==> config.mk <==
export PLATFORM = sky130hd
export DESIGN_NAME = bhpq_cell
export DESIGN_NICKNAME = d
export VERILOG_FILES = /design/src/bhpq_pkg.sv /design/src/bhpq_cell.sv
export SDC_FILE = /design/constraint.sdc
export NUM_CORES = 1
export LEC_CHECK = 0
export CORE_AREA = 2 2 99 101
export CTS_CLUSTER_DIAMETER = 50
export DETAILED_ROUTE_END_ITERATION = 6
export DIE_AREA = 0 0 101 103
export DONT_BUFFER_PORTS = 1
export PLACE_DENSITY = 0.37
export SYNTH_ARGS = -nofsm -noshare
export SYNTH_HDL_FRONTEND = slang
export SYNTH_SLANG_ARGS = --single-unit
==> constraint.sdc <==
create_clock -name clock -period 5.18 [get_ports clock]
set_input_delay 0.259 -clock clock [delete_from_list [all_inputs] [get_ports clock]]
set_output_delay 0.259 -clock clock [all_outputs]
set_load 0.02 [all_outputs]
==> src/bhpq_pkg.sv <==
// Shared constants, types and compare function for the binary heap priority queue.
// No dependencies; used by bhpq_cell and binary_heap_priority_queue.
package bhpq_pkg;

   localparam int CAPACITY = 1024;
   localparam int CNT_W    = $clog2(CAPACITY + 1);
   localparam int FILL_W   = 11;
   localparam int VAL_W    = 32;
   localparam int STAT_W   = 2;

   typedef enum logic [STAT_W-1:0] {
      STAT_OK    = 2'd0,
      STAT_EMPTY = 2'd1,
      STAT_FULL  = 2'd2
   } status_type;

   typedef enum logic {
      REQ_INSERT  = 1'b0,
      REQ_EXTRACT = 1'b1
   } req_kind_type;

   // Broadcast control seen by every cell in the same cycle.
   typedef struct packed {
      logic                    ins;
      logic                    ext;
      logic                    order_max;
      logic signed [VAL_W-1:0] x;
   } cell_ctl_type;

   // True when a must sit closer to the head than b.
   function automatic logic ahead(input logic signed [VAL_W-1:0] a,
                                  input logic signed [VAL_W-1:0] b,
                                  input logic order_max);
      ahead = order_max ? (a > b) : (a < b);
   endfunction

endpackage

==> src/bhpq_cell.sv <==
// One slot of the sorted chain: holds a value and its valid flag.
// Depends on bhpq_pkg.
module bhpq_cell (
   input  logic                                clock,
   input  logic                                reset,
   input  bhpq_pkg::cell_ctl_type              ctl,
   input  logic                                prev_keep,
   input  logic                                prev_valid,
   input  logic signed [bhpq_pkg::VAL_W-1:0]   prev_value,
   input  logic                                next_valid,
   input  logic signed [bhpq_pkg::VAL_W-1:0]   next_value,
   output logic                                keep,
   output logic                                valid,
   output logic signed [bhpq_pkg::VAL_W-1:0]   value
);

   logic                              valid_ff, valid_in;
   logic signed [bhpq_pkg::VAL_W-1:0] value_ff, value_in;

   // Hold the slot when it stays ahead of the new value.
   assign keep = valid_ff && !bhpq_pkg::ahead(ctl.x, value_ff, ctl.order_max);

   always_comb begin
      valid_in = valid_ff;
      value_in = value_ff;
      if (ctl.ins) begin
         valid_in = valid_ff || prev_valid;
         if (!keep) begin
            // first slot past the kept run takes the new value, the rest shift back
            value_in = prev_keep ? ctl.x : prev_value;
         end
      end else if (ctl.ext) begin
         // advance toward the head
         valid_in = next_valid;
         value_in = next_value;
      end
   end

   always_ff @(posedge clock) begin
      if (reset) begin
         valid_ff <= 1'b0;
      end else begin
         valid_ff <= valid_in;
      end
      value_ff <= value_in;
   end

   assign valid = valid_ff;
   assign value = value_ff;

endmodule

==> results of run 1 <==
-- synth_stat cells, types with 2 or more instances --
master | number | share of area
buf_1 | 6 | 0.0087
o21a_1 | 2 | 0.0058
nor4b_1 | 2 | 0.0068
nand4_1 | 7 | 0.017
o21ai_0 | 3 | 0.0058
nor4_1 | 2 | 0.0049
nand2_1 | 8 | 0.012
ha_1 | 32 | 0.16
clkbuf_1 | 6 | 0.0087
inv_1 | 33 | 0.048
nor2_1 | 37 | 0.054
mux2i_1 | 33 | 0.13
edfxtp_1 | 32 | 0.37
a21oi_1 | 44 | 0.085
nand3_1 | 3 | 0.0058
-- where the power goes --
| group | switching [mW] | internal [mW] | leakage, nW |
|---|---|---|---|
| Sequential | 0.0577 | 0.334 | 0.325 |
| Clock | 0.101 | 0.0933 | 0.0450 |
| Combinational | 0.0839 | 0.0747 | 0.873 |
| Total | 0.243 | 0.502 | 1.24 |
-- worst register-to-register path, delay by kind of cell (launching register included) --
family          cells  cell delay (ns)
compound gates      3             0.96
flops               1             0.47
fa+ha+maj           1             0.32
simple gates        4             1.18
buf+inv             2             0.35
-- area by class of cell --
class                           instances  area [um2]  area share
Clock buffer                            6       72.57     0.02604
Clock inverter                          2       10.01    0.003592
Inverter                               33       123.9     0.04445
Multi-Input combinational cell        192        1436      0.5155
Sequential cell                        33       980.9      0.3520
Tap cell                              114       142.6     0.05119
Timing Repair Buffer                    1       20.02    0.007185
-- flip-flops by register name (all words and copies together), names as in the netlist --
name and cells:
valid 1, value 32
-- worst paths after layout --
check	endpoint	slack, ns	cells after the start
max	value[18]$_DFFE_PP_	1.59	10
min	valid$_SDFFE_PP0P_	0.05	1
max reg2reg	value[18]$_DFFE_PP_	1.59	10
min reg2reg	valid$_SDFFE_PP0P_	0.70	2
-- logic make-up after synthesis --
family          synth area share
simple gates              0.1272
xor+xnor                0.003399
buf+inv                  0.06553
mux                       0.1282
flops                     0.3806
fa+ha+maj                 0.1553
compound gates            0.1398
-- per-layer routing --
metal | part of all wire | routed length (um)
met1 | 0.43 | 2607
met2 | 0.46 | 2805
met3 | 0.11 | 657
met4 | 0.0051 | 31
met5 | 0 | 0
-- through the flow --
stage | cell area, um2 | worst slack (ns)
after global placement | 2704 | 1.580
final | 2786 | 1.595
after global routing | 2786 | 1.338
after floorplan | 2577 | 0.8432
after detailed placement | 2704 | 1.529
after CTS | 2786 | 1.502
==> results.py, run 1 <==
metrics = {
    "global_routing": {
        "busiest_layer": "met2",
        "grt_max_degree": 70,
        "met2_usage": 0.1836,
        "overflow": 0,
        "grt_pass1_wl_um": 9039,
        "grt_use_met3": 0.04814,
        "grt.total_usage": 0.1142,
        "grt_use_met1": 0.1427,
        "grt_pass1_vias": 1767,
        "antenna_found_initial": 0,
    },
    "clock_network": {
        "clk_latency_ns": 0.29,
        "cts_root_buf": "clkbuf_8",
        "clk_pin_slew_ns": 0.08,
        "cts_sinks": 33,
        "clock_path_buffers": 2,
        "numCtsBuffers": 5,
        "hold_buffers": 0,
        "cts_resized": 0,
        "htreeDepth": 2,
        "postCtsSetupBuffers": 0,
        "cts_tree": "yes",
    },
    "synth": {
        "ys_ff_latch": 33,
        "ys_seq_area_frac": 0.3806,
        "syn_nets": 406,
        "synth_edf_count": 32,
        "synthArstFlopShare": 0,
        "yosys_warnings": 0,
        "syn_area_mm2": 0.002577,
        "netlist_instances": 270,
        "ys_types": 35,
        "synth_ff_type": "edfxtp_1",
        "syn_area_per_cell_um2": 9.546,
    },
    "timing": {
        "finalHoldViolations": 0,
        "timing.final.crit_period_ns": 3.585,
        "rsz0062_at_grt": "no",
        "worstMarginPinSlew_ns": 0.9125,
        "setup_viol": 0,
        "hold-worst-slack_ns": 0.04661,
        "fmax_mhz": 278.9,
        "finalCritPeriodShare": 0.6921,
        "slew_headroom": 0.3871,
        "skew_ns": 0.01190,
        "drv_slew": 0,
        "tns_ns": 0,
    },
    "routing": {
        "vias_per_cell": 4.864,
        "drtIter0Drc": 33,
        "wl_per_cell_um": 16.01,
        "drc": 0,
        "vias": 1853,
        "postRouteAntennaNets": 0,
        "wl_um": 6101,
        "first_pass_iters": 4,
    },
    "die": {
        "rows": 36,
        "start_util": 0.2725,
        "core_mm2": 0.009459,
        "die-area_mm2": 0.01040,
        "die_w_um": 101,
        "dieHeight_um": 103,
        "pin_count": 138,
    },
    "final_layout": {
        "drive_above_1_share": 0.05243,
        "final_cells": 381,
        "final_common_cell": "a21oi_1",
        "most-common-layout-cells": "44 x a21oi_1, 37 x nor2_1, 33 x inv_1, 33 x mux2i_1",
        "synthToLayoutAreaGrowth_pct": 8.107,
        "fin_nets": 402,
        "diodes": 0,
        "utilization": 0.2946,
        "fillers": 1031,
    },
    "critical_path": {
        "worstSetupEndpointType": "flip-flop",
        "path_class": "reg -> reg",
        "cpPeakStageDelay_ns": 0.82,
        "critical_path_arrival_ns": 3.57,
        "cpLargestDelayFamily": "simple AND/OR/NAND/NOR gates",
        "worstPathMaxFanout": 21,
        "worstPathCellList": "inv_1 > ha_1 > nand4_2 > nor4_1 > a21boi_1 > o41a_1 > a2111oi_4 > nor4b_1 > nor4_4 > buf_12",
        "crit_start": "value[15]$_DFFE_PP_",
        "reg2reg_from": "value[15]$_DFFE_PP_",
        "cp_num_buf_inv": 2,
        "crit_required_ns": 5.16,
        "critPathSlowestCell": "nor4_4",
        "start_kind": "flip-flop",
    },
    "worst_hold_path": {
        "hold_class": "in -> reg",
        "hp-start": "reset",
    },
    "power_and_ir_drop": {
        "peakVddDrop_uv": 102.9,
        "power_density_mw_per_mm2": 267.3,
        "fin_total_pwr_uw": 744.9,
        "leakage_nw": 1.243,
    },
    "place": {
        "port-buffer-count": 0,
        "placed_cells": 373,
        "post-dp-hpwl_um": 4833,
        "place_congestion": 0.7236,
    },
    "flow_run": {
        "drv_cap": 0,
    },
    "outcome": {
        "status": "finished, final reports clean",
    },
}
No activity file was read; power rests on OpenSTA's default activity.
==> inputs of run 2 (changes only) <==
Settings changed: ABC_AREA from default to 1, PLACE_DENSITY 0.37 to 0.38.
Clock period 5.18 ns to 3.1 ns, I/O delays scaled along.
==> run 2 against run 1 <==
  * Via count is 15% higher
  * Die area stayed put
  * Global-route usage increased by 1.8 points
  * First-iteration DRC count up 85%
  * Largest power group unchanged
  * Register-to-register slack lost 0.99 ns
  * Highest routed layer unchanged
==> results.py, run 2 <==
metrics = {
    "final_layout": {
        "fillers": 1062,
        "largest_reg_flops": 32,
        "final_common_cell": "nand2_1",
        "most-common-layout-cells": "69 x nand2_1, 40 x inv_1, 40 x nor2_1",
        "design_area_mm2": 0.002783,
        "fin_nets": 465,
        "drive_above_1_share": 0.06667,
        "utilization": 0.2942,
        "diodes": 0,
        "synthToLayoutAreaGrowth_pct": 8.224,
    },
    "routing": {
        "wl_um": 6965,
        "first_pass_iters": 4,
        "postRouteAntennaNets": 0,
        "drtIter0Drc": 61,
        "wl_per_cell_um": 15.69,
        "drc": 0,
        "vias": 2133,
        "vias_per_cell": 4.804,
    },
    "power_and_ir_drop": {
        "combPwrFrac": 0.213,
        "power.switching_uw": 410.4,
        "p_seq_frac": 0.512,
        "p_clk_frac": 0.275,
        "internal_power_uw": 839.3,
        "switching_share": 0.3284,
        "leakage_nw": 1.261,
        "peakVddDrop_uv": 144.3,
        "fin_total_pwr_mw": 1.250,
        "power_density_mw_per_mm2": 449.1,
    },
    "clock_network": {
        "numCtsBuffers": 5,
        "cts_root_buf": "clkbuf_8",
        "cts_sinks": 33,
        "clk_latency_ns": 0.28,
        "htreeDepth": 2,
        "clock_path_buffers": 2,
        "cts_tree": "yes",
        "postCtsSetupBuffers": 0,
        "hold_buffers": 0,
        "clk_pin_slew_ns": 0.07,
        "cts_resized": 0,
    },
    "outcome": {
        "status": "finished, final reports clean",
    },
    "critical_path": {
        "worstSetupEndpointType": "flip-flop",
        "cp_num_buf_inv": 2,
        "crit_top_cell": "nand2_1",
        "crit_required_ns": 3.08,
        "start_kind": "flip-flop",
        "cpLargestDelayFamily": "simple AND/OR/NAND/NOR gates",
        "worstPathMaxFanout": 32,
        "path_class": "reg -> reg",
        "worstPathCellList": "inv_1 > ha_1 > nand2_1 > nor2_2 > nand2_2 > nor4_4 > nand2_2 > nand3_1 > nand3_2 > nand3_2 > nand2_1 > nand2_1 > buf_12",
        "cpPeakStageDelay_ns": 0.49,
        "critPathSlowestCell": "edfxtp_1",
        "critical_path_arrival_ns": 2.47,
    },
    "timing": {
        "drv_slew": 0,
        "worstMarginPinSlew_ns": 0.5998,
        "skew_ns": 0.009375,
        "fin_ws_ns": 0.6070,
        "setup_viol": 0,
        "fmax_mhz": 401.1,
        "rsz0062_at_grt": "no",
        "slew_headroom": 0.5995,
        "timing.final.crit_period_ns": 2.493,
        "finalCritPeriodShare": 0.8042,
        "tns_ns": 0,
        "finalHoldViolations": 0,
    },
    "place": {
        "port-buffer-count": 0,
        "post-dp-hpwl_um": 5259,
        "pre_cts_ws_ns": 0.5769,
        "place_area_mm2": 0.002693,
        "place_congestion": 0.6798,
    },
    "synth": {
        "syn_area_mm2": 0.002571,
        "synth_common_cells": "69 x nand2_1, 40 x inv_1, 40 x nor2_1",
        "ys_types": 24,
        "synth_ff_type": "edfxtp_1",
        "yosys_warnings": 0,
        "ys_ff_latch": 33,
        "netlist_instances": 332,
        "synthArstFlopShare": 0,
        "yosysMostFrequentCell": "nand2_1",
        "synth.top_cell.area_share": 0.3737,
        "synth_top_area_cell": "edfxtp_1",
        "synth.area.top_cells": "edfxtp_1 37%, ha_1 16%, nand2_1 10%, o21ai_0 6.6%, o21ai_1 6.4%",
        "ys_seq_area_frac": 0.3815,
        "synth_edf_count": 32,
        "syn_area_per_cell_um2": 7.745,
        "syn_nets": 468,
    },
    "global_routing": {
        "overflow": 0,
        "grt_pass1_wl_um": 10500,
        "grt_pass1_vias": 2050,
        "antenna_found_initial": 0,
        "grt_max_degree": 36,
        "grt.total_usage": 0.1317,
    },
    "flow_run": {
        "drv_cap": 0,
    },
    "die": {
        "dieHeight_um": 103,
        "start_util": 0.2718,
        "rows": 36,
        "die-area_mm2": 0.01040,
        "core_mm2": 0.009459,
        "die_w_um": 101,
        "pin_count": 138,
    },
    "worst_hold_path": {
        "hold_class": "in -> reg",
    },
}
run 2: changes by cell type after synthesis, moves of 3 or more:
cell      delta
a21oi_1     -30
buf_1        -6
clkbuf_1     +5
inv_1        +7
inv_2        +4
mux2i_1     -33
nand2_1     +61
nand2_2      +3
nand3_2      +3
nand4_1      -5
nor2_1       +3
o21ai_0     +31
o21ai_1     +33
run 2: power by group through the flow:
stage	Clock (mW)	Combinational [mW]	Sequential, mW
finish	0.343	0.266	0.640
global route	0.386	0.322	0.647
CTS	0.364	0.273	0.642
detailed placement	0	0.271	0.653
global placement	0	0.270	0.652
floorplan	0	0.218	0.639
run 2: worst reg2reg max path, cell delays in order (launching register included):
cell,delay [ns]
edfxtp_1,0.49
inv_1,0.08
ha_1,0.37
nand2_1,0.10
nor2_2,0.16
nand2_2,0.09
nor4_4,0.18
nand2_2,0.11
nand3_1,0.09
nand3_2,0.08
nand3_2,0.08
nand2_1,0.05
nand2_1,0.09
buf_12,0.23
run 2: per-layer routing:
| layer | share of wire | vias to the layer above | GRT usage | routed length [um] |
|---|---|---|---|---|
| met3 | 0.088 | 2 | 0.04000 | 610 |
| met1 | 0.43 | 940 | 0.1645 | 2969 |
| met5 | 0 | - | 0 | 0 |
| met2 | 0.48 | 92 | 0.2226 | 3348 |
| met4 | 0.0053 | 0 | 0.03430 | 37 |
| li1 | - | 1099 | - | - |
run 2: area by class of cell:
type,instances,area (um2),share of cell area
Clock buffer,8,90.09,0.03237
Timing Repair Buffer,2,27.53,0.009892
Sequential cell,33,980.9,0.3525
Tap cell,114,142.6,0.05126
Inverter,45,168.9,0.06070
Multi-Input combinational cell,242,1373,0.4933
run 2: cells by family (layout without fill, tap and decap cells):
group | after synthesis | in the layout | synth area share
adder cells (fa/ha/maj) | 32 | 32 | 0.1557
AND/OR/NAND/NOR | 123 | 123 | 0.2015
buffers and inverters | 57 | 55 | 0.08467
flip-flops | 33 | 33 | 0.3815
AO/OA/AOI/OAI | 87 | 87 | 0.1766
run 2: final timing paths:
path / from / end / slack [ns] / cells past startpoint
worst max-delay path: value[31]$_DFFE_PP_ / value[9]$_DFFE_PP_ / 0.61 / 13
worst min-delay path: reset / valid$_SDFFE_PP0P_ / 0.04 / 2
worst max register to register: value[31]$_DFFE_PP_ / value[9]$_DFFE_PP_ / 0.61 / 13
worst min register to register: valid$_SDFFE_PP0P_ / valid$_SDFFE_PP0P_ / 0.72 / 3
run 2: through the flow:
stage | cells | hold WS [ns]
final | 444 | 0.03782
after global placement | 436 | 0.3318
after floorplan | 332 | 0.3021
after detailed placement | 436 | 0.3367
after global routing | 444 | 0.01021
after CTS | 444 | 0.02549
==> inputs of run 3 (changes only) <==
Settings changed: ABC_AREA 1 to 0, PLACE_DENSITY 0.38 to 0.39.
Clock period 3.1 ns to 2.11 ns, I/O delays scaled along.
==> run 3 against run 2 <==
  * The run now ends with setup timing left
  * Sequential power grew 33%
  * Highest routed layer unchanged
  * Routed wire length shrank 4.1%
  * Global-route usage shrank 0.98 points
  * Register-to-register slack lost 1.4 ns
  * Non-clock buffer count grew 72
==> results.py, run 3 (same netlist as run 1, synthesis figures left out) <==
metrics = {
    "timing": {
        "finalCritPeriodShare": 1.356,
        "fin_ws_ns": -0.7509,
        "finalHoldViolations": 0,
        "hold-worst-slack_ns": 0.03268,
        "fmax_mhz": 349.5,
        "timing.final.crit_period_ns": 2.861,
        "rsz0062_at_grt": "yes",
        "tns_ns": -24.45,
        "drv_slew": 0,
        "slew_headroom": 0.7769,
        "setup_viol": 33,
        "skew_ns": 0.003470,
        "worstMarginPinSlew_ns": 0.3312,
    },
    "die": {
        "die-area_mm2": 0.01040,
        "rows": 36,
        "dieHeight_um": 103,
        "die_w_um": 101,
        "core_mm2": 0.009459,
        "start_util": 0.2725,
        "pin_count": 138,
    },
    "clock_network": {
        "numCtsBuffers": 5,
        "cts_sinks": 33,
        "clk_pin_slew_ns": 0.07,
        "htreeDepth": 2,
        "clk_latency_ns": 0.28,
        "cts_tree": "yes",
        "cts_root_buf": "clkbuf_8",
        "clock_path_buffers": 2,
    },
    "power_and_ir_drop": {
        "p_seq_frac": 0.405,
        "internal_power_mw": 1.468,
        "switching_share": 0.3037,
        "power.switching_uw": 640.4,
        "leakage_nw": 1.607,
        "fin_total_pwr_mw": 2.109,
        "p_clk_frac": 0.219,
        "power_density_mw_per_mm2": 602.1,
        "combPwrFrac": 0.377,
        "peakVddDrop_uv": 210.7,
    },
    "routing": {
        "first_pass_iters": 4,
        "drc": 0,
        "vias": 2144,
        "drtIter0Drc": 33,
        "postRouteAntennaNets": 0,
        "wl_um": 6678,
        "wl_per_cell_um": 14.71,
        "vias_per_cell": 4.722,
    },
    "final_layout": {
        "fillers": 969,
        "diodes": 0,
        "final_common_cell": "buf_4",
        "drive_above_1_share": 0.3000,
        "largest_reg_flops": 32,
        "fin_nets": 475,
        "synthToLayoutAreaGrowth_pct": 35.87,
        "most-common-layout-cells": "67 x buf_4, 43 x a21oi_1, 37 x nor2_1",
    },
    "place": {
        "port-buffer-count": 0,
        "post-dp-hpwl_um": 5164,
        "place_congestion": 0.7119,
    },
    "global_routing": {
        "grt_pass1_wl_um": 9722,
        "grt_max_degree": 70,
        "antenna_found_initial": 0,
        "overflow": 0,
        "grt.total_usage": 0.1219,
        "grt_pass1_vias": 2010,
    },
    "critical_path": {
        "start_kind": "flip-flop",
        "rr_worst_depth": 13,
        "reg2reg_to": "value[26]$_DFFE_PP_",
        "reg2reg_from": "value[6]$_DFFE_PP_",
        "ff2ff_setup_slack_ns": -0.75,
        "critical_path_arrival_ns": 2.86,
        "endpoint": "value[26]$_DFFE_PP_",
        "path_class": "reg -> reg",
        "crit_required_ns": 2.11,
        "worstSetupEndpointType": "flip-flop",
        "worstPathMaxFanout": 8,
        "crit_start": "value[6]$_DFFE_PP_",
    },
    "flow_run": {
        "drv_cap": 0,
    },
    "outcome": {
        "violations": "setup timing",
        "status": "finished, violations left",
    },
    "worst_hold_path": {
        "hold_class": "in -> reg",
    },
}
-- run 3: changes by cell type in the layout (fill, tap and decap cells not counted), moves of 12 or more --
cell,before,now
mux2i_1,0,32
nand2_1,69,7
o21ai_1,33,1
inv_1,40,28
o21ai_0,34,2
buf_4,1,67
a21oi_1,14,43
-- run 3: critical path: stages (launching register included) --
cell       delay (ns)
edfxtp_1         0.34
inv_1            0.04
ha_1             0.30
nand2_2          0.07
buf_4            0.10
nor4_2           0.04
a21boi_1         0.13
o41a_1           0.46
a2111oi_4        0.28
buf_12           0.16
nor4b_4          0.04
nor4_4           0.27
buf_6            0.18
clkbuf_16        0.16
-- run 3: what timing repair did --
item | 4_1_cts | 5_1_grt
setup buffers | 4 | 2
pin swaps | 7 | 6
setup endpoints to repair | 33 | 33
hold buffers | 1 | 0
cloned | 0 | 2
endpoints found under the hold margin | 1 | 0
resized for setup | 9 | 16
-- run 3: power groups by stage --
stage | Clock, mW | Combinational, mW | Sequential [mW]
after global routing | 0.509 | 0.878 | 0.865
after global placement | 0 | 0.699 | 0.868
after floorplan | 0 | 0.353 | 0.960
final | 0.461 | 0.795 | 0.853
after CTS | 0.486 | 0.754 | 0.854
after detailed placement | 0 | 0.699 | 0.868
-- run 3: final cells by class --
class	instances	area (um2)	share of cell area
Clock buffer	8	80.08	0.02287
Inverter	33	123.9	0.03537
Multi-Input combinational cell	192	1559	0.4452
Sequential cell	33	980.9	0.2801
Tap cell	114	142.6	0.04073
Timing Repair Buffer	74	615.6	0.1758
-- run 3: through the flow --
| step | area [um2] | std cells | utilization | setup WS, ns |
|---|---|---|---|---|
| after floorplan | 2609 | 270 | - | -1.335 |
| after global placement | 3194 | 437 | 0.3377 | -0.6436 |
| after detailed placement | 3194 | 437 | 0.3377 | -0.7023 |
| after CTS | 3392 | 450 | 0.3586 | -0.8627 |
| after global routing | 3502 | 454 | 0.3702 | -0.8888 |
| final | 3502 | 454 | 0.3702 | -0.7509 |
-- run 3: how the worst min path moves through the flow --
stage	cells after the start	slack, ns	endpoint	from
after floorplan	1	0.18	valid$_SDFFE_PP0P_	reset
after global placement	1	0.21	valid$_SDFFE_PP0P_	reset
after detailed placement	1	0.20	valid$_SDFFE_PP0P_	reset
after CTS	1	0.02	value[10]$_DFFE_PP_	ctl[34]
after global routing	1	0.03	value[13]$_DFFE_PP_	ctl[34]
final	1	0.03	value[10]$_DFFE_PP_	ctl[34]
-- run 3: per-layer routing --
metal | GRT usage | vias up | share of wire | wire length [um]
li1 | - | 1107 | - | -
met1 | 0.1494 | 961 | 0.44 | 2925
met2 | 0.2179 | 70 | 0.49 | 3299
met3 | 0.02644 | 6 | 0.056 | 377
met4 | 0.03119 | 0 | 0.011 | 76
met5 | 0 | - | 0 | 0
